<file path="src/sv/nsva_pkg.sv">
package nsva_pkg;

  localparam int SRC_SLOTS = 32;
  localparam int SLOT_W    = 5;
  localparam int VOICES    = 8;
  localparam int CHAN_W    = 3;
  localparam int VCNT_W    = 4;
  localparam int DIST_W    = 25;
  localparam int VOL_W     = 13;
  localparam int SQ_W      = 34;
  localparam int RANGE_W   = 16;
  localparam logic [RANGE_W-1:0] RANGE_RESET = 16'd1000;

  typedef enum logic [1:0] {
    CMD_ADD    = 2'd0,
    CMD_DELETE = 2'd1,
    CMD_UPDATE = 2'd2,
    CMD_NONE   = 2'd3
  } cmd_t;

  typedef enum logic [2:0] {
    KIND_ADDED   = 3'd0,
    KIND_FULL    = 3'd1,
    KIND_DELETED = 3'd2,
    KIND_SETVOL  = 3'd3,
    KIND_START   = 3'd4,
    KIND_DONE    = 3'd5
  } kind_t;

  typedef struct packed {
    logic signed [15:0] x;
    logic signed [15:0] y;
    logic signed [15:0] z;
    logic               rep;
    logic [15:0]        sound;
  } src_entry_t;

  typedef struct packed {
    logic [CHAN_W-1:0]       chan;
    logic signed [VOL_W-1:0] vol;
  } dyn_entry_t;

endpackage

</file>
<file path="src/sv/nsva_dist.sv">
module nsva_dist
  import nsva_pkg::*;
(
  input  logic                    clk,
  input  logic                    rst,
  input  logic                    start,
  input  logic [SQ_W-1:0]         sq,
  input  logic [RANGE_W-1:0]      audible_range,
  output logic                    done,
  output logic [DIST_W-1:0]       distance,
  output logic signed [VOL_W-1:0] vol
);

  localparam int N_W   = SQ_W + 16;
  localparam int QB    = 12;
  localparam int NUM_W = DIST_W + QB;
  localparam logic [QB-1:0] ATTEN = 12'd3000;
  localparam logic signed [VOL_W-1:0] VOL_FLOOR = -13'sd2999;

  typedef enum logic [2:0] {D_IDLE, D_SQRT, D_MUL, D_DIV, D_FIN} dstate_t;

  dstate_t          state;
  logic [N_W-1:0]   n;
  logic [N_W-1:0]   root;
  logic [N_W-1:0]   bitv;
  logic [N_W:0]     trial;
  logic [NUM_W-1:0] rem;
  logic [NUM_W-1:0] dv;
  logic [QB-1:0]    quo;
  logic [3:0]       cnt;
  logic             over;
  logic [DIST_W-1:0] q;

  assign q     = {({1'b0, audible_range} + 17'd1), 8'd0};
  assign trial = {1'b0, root} + {1'b0, bitv};

  always_ff @(posedge clk) begin
    if (rst) begin
      state <= D_IDLE;
      done  <= 1'b0;
    end else begin
      done <= (state == D_FIN);
      case (state)
        D_IDLE: begin
          if (start) begin
            n     <= {sq, 16'd0};
            root  <= '0;
            bitv  <= {2'b01, {(N_W-2){1'b0}}};
            state <= D_SQRT;
          end
        end
        D_SQRT: begin
          // one root bit per cycle
          if ({1'b0, n} >= trial) begin
            n    <= n - trial[N_W-1:0];
            root <= (root >> 1) + bitv;
          end else begin
            root <= root >> 1;
          end
          bitv <= bitv >> 2;
          if (bitv[0]) state <= D_MUL;
        end
        D_MUL: begin
          distance <= root[DIST_W-1:0];
          rem   <= NUM_W'(ATTEN) * NUM_W'(root[DIST_W-1:0]);
          over  <= root[DIST_W-1:0] > q;
          dv    <= NUM_W'({q, 11'd0});
          quo   <= '0;
          cnt   <= 4'd11;
          state <= D_DIV;
        end
        D_DIV: begin
          if (rem >= dv) begin
            rem <= rem - dv;
            quo <= {quo[QB-2:0], 1'b1};
          end else begin
            quo <= {quo[QB-2:0], 1'b0};
          end
          dv  <= dv >> 1;
          cnt <= cnt - 4'd1;
          if (cnt == 4'd0) state <= D_FIN;
        end
        D_FIN: begin
          vol   <= over ? VOL_FLOOR : -$signed({1'b0, quo});
          state <= D_IDLE;
        end
        default: state <= D_IDLE;
      endcase
    end
  end

endmodule
</file>
<file path="config.mk">
export PLATFORM = sky130hd
export DESIGN_NAME = nsva_dist
export DESIGN_NICKNAME = d
export VERILOG_FILES = /design/src/sv/nsva_pkg.sv /design/src/sv/nsva_dist.sv
export SDC_FILE = /design/constraint.sdc
export NUM_CORES = 1
export LEC_CHECK = 0
export ABC_AREA = 1
export BUFFER_PORTS_ARGS = -buffer_cell sky130_fd_sc_hd__buf_2
export CAP_MARGIN = 20
export CORE_MARGIN = 2
export CORE_UTILIZATION = 40
export DETAILED_ROUTE_END_ITERATION = 16
export GPL_TIMING_DRIVEN = 1
export PLACE_DENSITY = 0.66
export SYNTH_ARGS = -nofsm -noshare
export SYNTH_HDL_FRONTEND = slang
export SYNTH_SLANG_ARGS = --single-unit
</file>
<file path="constraint.sdc">
create_clock -name clk -period 11.61 [get_ports clk]
set_clock_uncertainty 0.1 [all_clocks]
set_input_delay 1.161 -clock clk [delete_from_list [all_inputs] [get_ports clk]]
set_output_delay 1.161 -clock clk [all_outputs]
set_load 0.05 [all_outputs]
</file>
Yosys cells after proc, flatten, opt, wreduce, memory -nomap -nowiden
Cells that the tools add are included.

storage, ports and cells
  bits in registers = 283
  input port bits = 53

cells by class
  muxes and demuxes = 18
  bitwise logic cells = 1
  add/sub/neg operators = 7
  equal/unequal tests = 9
  $mul = 1
  reduce and logical (&&, ||, !) cells = 11
  order comparisons = 3

operators with widths
  cell                   count
  $pmux 50 s2            3
  $mux 50                5
  $pmux 37 s2            2
  $add 50x50->51         1
  $ge 50x51->1           1
  $add 49x50->50         1
  $sub 50x50->50         1
  $ge 37x37->1           1
  $mux 37                1
  $sub 37x37->37         1
  $mul 9x25->34 const A  1
  $gt 25x25->1           1
  $pmux 12 s2            1
  $add 16x1->17 const B  1
  $neg 12->13            1
  $pmux 3 s4             1
  $ne 2x2->1 const B     5
  $mux 3                 3
  $reduce_and 3->1       3
  $pmux 4 s2             1
  $eq 3x2->1 const B     2
  $reduce_and 2->1       3
  $logic_not 4->1        1
  $reduce_and 4->1       1
  other kinds (7)        8

Depth between registers and ports, before layout
  depth in word-level cells = 4
  depth in mapped cells = 30
  gate-level depth less buffers = 29

Worst setup path before layout
OpenSTA, ideal clock, no wires.

  kind = input -> register
  from = in rst
  to = reg n[0] (enable)
  setup time = 0.405 ns
  arrival time = 7.993 ns
  slack = 3.112 ns
  stages = 4
  cells stage by stage = clkbuf_1 -> nor3_1 -> o21ai_1 -> inv_1

between the ends
  cells in the longest elaborated chain, start to end = 2

RTL lines
  item                               line             text
  start: declaration                 nsva_dist.sv:5   input logic rst,
  $not 1->1 (no source line)         -
  $reduce_and 4->1 (no source line)  -
  end signal: assignment             nsva_dist.sv:46  n <= {sq, 16'd0};
  end signal: assignment             nsva_dist.sv:55  n <= n - trial[N_W-1:0];
  end: declaration                   nsva_dist.sv:23  logic [N_W-1:0] n;

Every way passes these cells.
A chain may end at the register's enable or synchronous reset.

Worst setup path after layout
  from = reg root[14]
  to = reg n[42] (enable)

between the ends
  cells in the longest elaborated chain, start to end = 4

RTL lines
  item                               line             text
  start: declaration                 nsva_dist.sv:24  logic [N_W-1:0] root;
  start signal: assignment           nsva_dist.sv:56  root <= (root >> 1) + bitv;
  start signal: assignment           nsva_dist.sv:58  root <= root >> 1;
  $add 50x50->51                     nsva_dist.sv:35  assign trial = {1'b0, root} + {1'b0, bitv};
  $ge 50x51->1                       nsva_dist.sv:54  if ({1'b0, n} >= trial) begin
  $ne 2x2->1 (no source line)        -
  $reduce_and 4->1 (no source line)  -

Every way passes these cells.

==> metrics.txt <==
first-pass GRT wire length=132000 um; most frequent cell after synthesis=nand2_1; post-CTS setup buffer count=0; Die Y=264 um; Max-cap violations=0; initial antenna violation count=0; P&R area growth vs syn=10.0%; initial core utilization=40.3%; CP max FO=51; Tightest Hold Check Type=reg2reg; r2r setup slk=4.95 ns; minimum clock period=6.66 ns; status=finished, final reports clean; most instantiated cells after synthesis=nand2_1, inv_1, nor2_1; routed wl met2=40800 um; total number of vias=24732; number of synthesized register bits=257; ys flop type=edfxtp_1; Total Nets Final=4163; Seq/Total Area, Yosys=28.4%; Syn Std Cell Area=0.0270 mm2; Pre-antenna DRT Iters=6; max_slew headroom=37.3%; cells on worst reg2reg path=25; DP HPWL=68600 um; antenna viol nets, final=0; Final Max Tran Viols=0; DP Worst Slack=5.10 ns; YS warnings=0; met3 wire length=4990 um; routability cong.=0.981; Post-synth EDFFs=253; HP Start=state[0]$_SDFFE_PP0P_; maximum clock rate=150 MHz; cts bufs inserted=35; Yosys top cell area share=28.1%; hold-critical path depth=1; r2r endpoint=n[42]$_DFFE_PP_; final cell count without fillers=4636; Synthesized Nets=4062; Die X=264 um; CTS tree=yes; core footprint=0.0670 mm2; final WL=85300 um; Post-Synthesis Cells=3636; layout cells sized above 1=5.53%; Synth cell types=51; slowest cell delay on critical path=0.73 ns; Avg Cell Area, Syn=7.44 um2; CTS Buffer Depth=3; I/O Pins=92; H-tree depth=2; CP Capture Type=register; DIE AREA=0.0697 mm2; critical path's slowest cell=edfxtp_1; Setup-failing EPs final=0; crit-path most repeated cell=nand2_1; gr usage total=24.0%; Vias/cell=5.33; CTS Hold Bufs=0; worst skew pair latency=0.57 ns; initial drt markers=2092; top post-synthesis cells by area=edfxtp_1, ha_1, nand2_1; dpl cells=4573; final hold vios=0; Finished Core Util=44.4%; Clock transition at path regs=0.06 ns; worst slew pin tran=0.932 ns; kind of critical path=reg2reg; number of global-route vias before repair=24018; clk sinks=257; critical path arrival=6.74 ns; CP required=11.68 ns; PostCTS Resize Cnt=0; final worst-path cycle share=57.4%; Port-buffer cells=91; # rows=95; final worst setup slack=4.95 ns; Setup TNS=0 ns; DR DRC count=0; Worst Hold End=done$_SDFF_PP0_; RSZ-0062 raised after global routing=false; largest net degree at the start of global routing=78; grt ovf=0; diode count=0; routed len/inst=18.4 um; Met1 Wirelength=35300 um; clk root buf=clkbuf_16; Top Metal Used=met4; Worst Setup Start Kind=register; ys async rst share=0%; dominant cell type by area after synthesis=edfxtp_1; reg2reg start=root[14]$_SDFFCE_PP0P_
layer usage:
| layer | GRT usage (%) | vias to the layer above |
|---|---|---|
| li1 | - | 12256 |
| met1 | 30.0 | 11445 |
| met2 | 41.3 | 832 |
| met3 | 3.23 | 199 |
| met4 | 11.1 | 0 |
| met5 | 0 | - |
layout by cell type (no fill, tap or decap), types with 14 or more instances in the layout:
cell type	synthesis	final
xnor2_1	55	55
nor2_1	434	430
xor2_1	72	72
nand4_1	48	48
o21ai_0	255	255
o21bai_1	37	37
a31oi_1	38	38
o21ai_1	22	22
a21o_1	31	31
buf_2	14	91
buf_4	0	24
nand2_1	713	713
nor3_1	38	37
edfxtp_1	253	253
fa_1	115	115
o21a_1	14	14
clkbuf_16	0	35
ha_1	258	258
nand3_1	182	182
a21oi_1	294	294
inv_1	618	616
state kept, by name (all words and copies together), names as in the netlist:
signal and count:
cnt 4, over 1, dv 36, distance 25, root 50, rem 37
state 3, quo 12, bitv 25, n 50, vol 13, done 1
through the flow:
step | hold WS, ns | area [um2]
2_1_floorplan | 0.346 | 27000
3_3_place_gp | 0.385 | 28600
3_5_place_dp | 0.386 | 28600
4_1_cts | 0.407 | 29800
5_1_grt | 0.427 | 29800
6_report | 0.402 | 29800
how the worst max path moves through the flow:
stage | from | to | slack [ns] | cells past startpoint
3_3_place_gp | root[6]$_SDFFCE_PP0P_ | n[40]$_DFFE_PP_ | 5.14 | 25
6_report | root[14]$_SDFFCE_PP0P_ | n[42]$_DFFE_PP_ | 4.95 | 25
2_1_floorplan | rst | n[0]$_SDFFCE_PP0P_ | 3.11 | 4
3_5_place_dp | root[10]$_SDFFCE_PP0P_ | n[43]$_DFFE_PP_ | 5.10 | 27
4_1_cts | root[10]$_SDFFCE_PP0P_ | n[45]$_DFFE_PP_ | 5.03 | 27
5_1_grt | root[10]$_SDFFCE_PP0P_ | n[45]$_DFFE_PP_ | 4.46 | 27
worst max-delay path: cells and delay by family, from the launching register on:
| family | cells | cell delay, ns |
|---|---|---|
| simple gates | 14 | 2.09 |
| compound gates | 6 | 1.36 |
| buf+inv | 3 | 0.98 |
| fa+ha+maj | 2 | 0.92 |
| flops | 1 | 0.73 |
area by class of cell:
cell class | count | area [um2]
Inverter | 621 | 2330
Timing Repair Buffer | 115 | 636
Clock inverter | 26 | 305
Sequential cell | 257 | 7680
Tap cell | 873 | 1090
Fill cell | 6942 | 37300
Clock buffer | 37 | 883
Multi-Input combinational cell | 2707 | 16800
cell families after synthesis:
family                     Yosys count  synth area share, %
adders and majority gates          373                 20.4
and+or+nand+nor                   1472                 22.6
xor gates and xnor gates           127                 4.11
buffers and inverters              672                 9.53
DFF                                257                 28.4
AOI/OAI and AO/OA                  735                 15.0
Power is not shown: default switching activity piles up to over one toggle a cycle in this logic, so the estimate is an artifact.
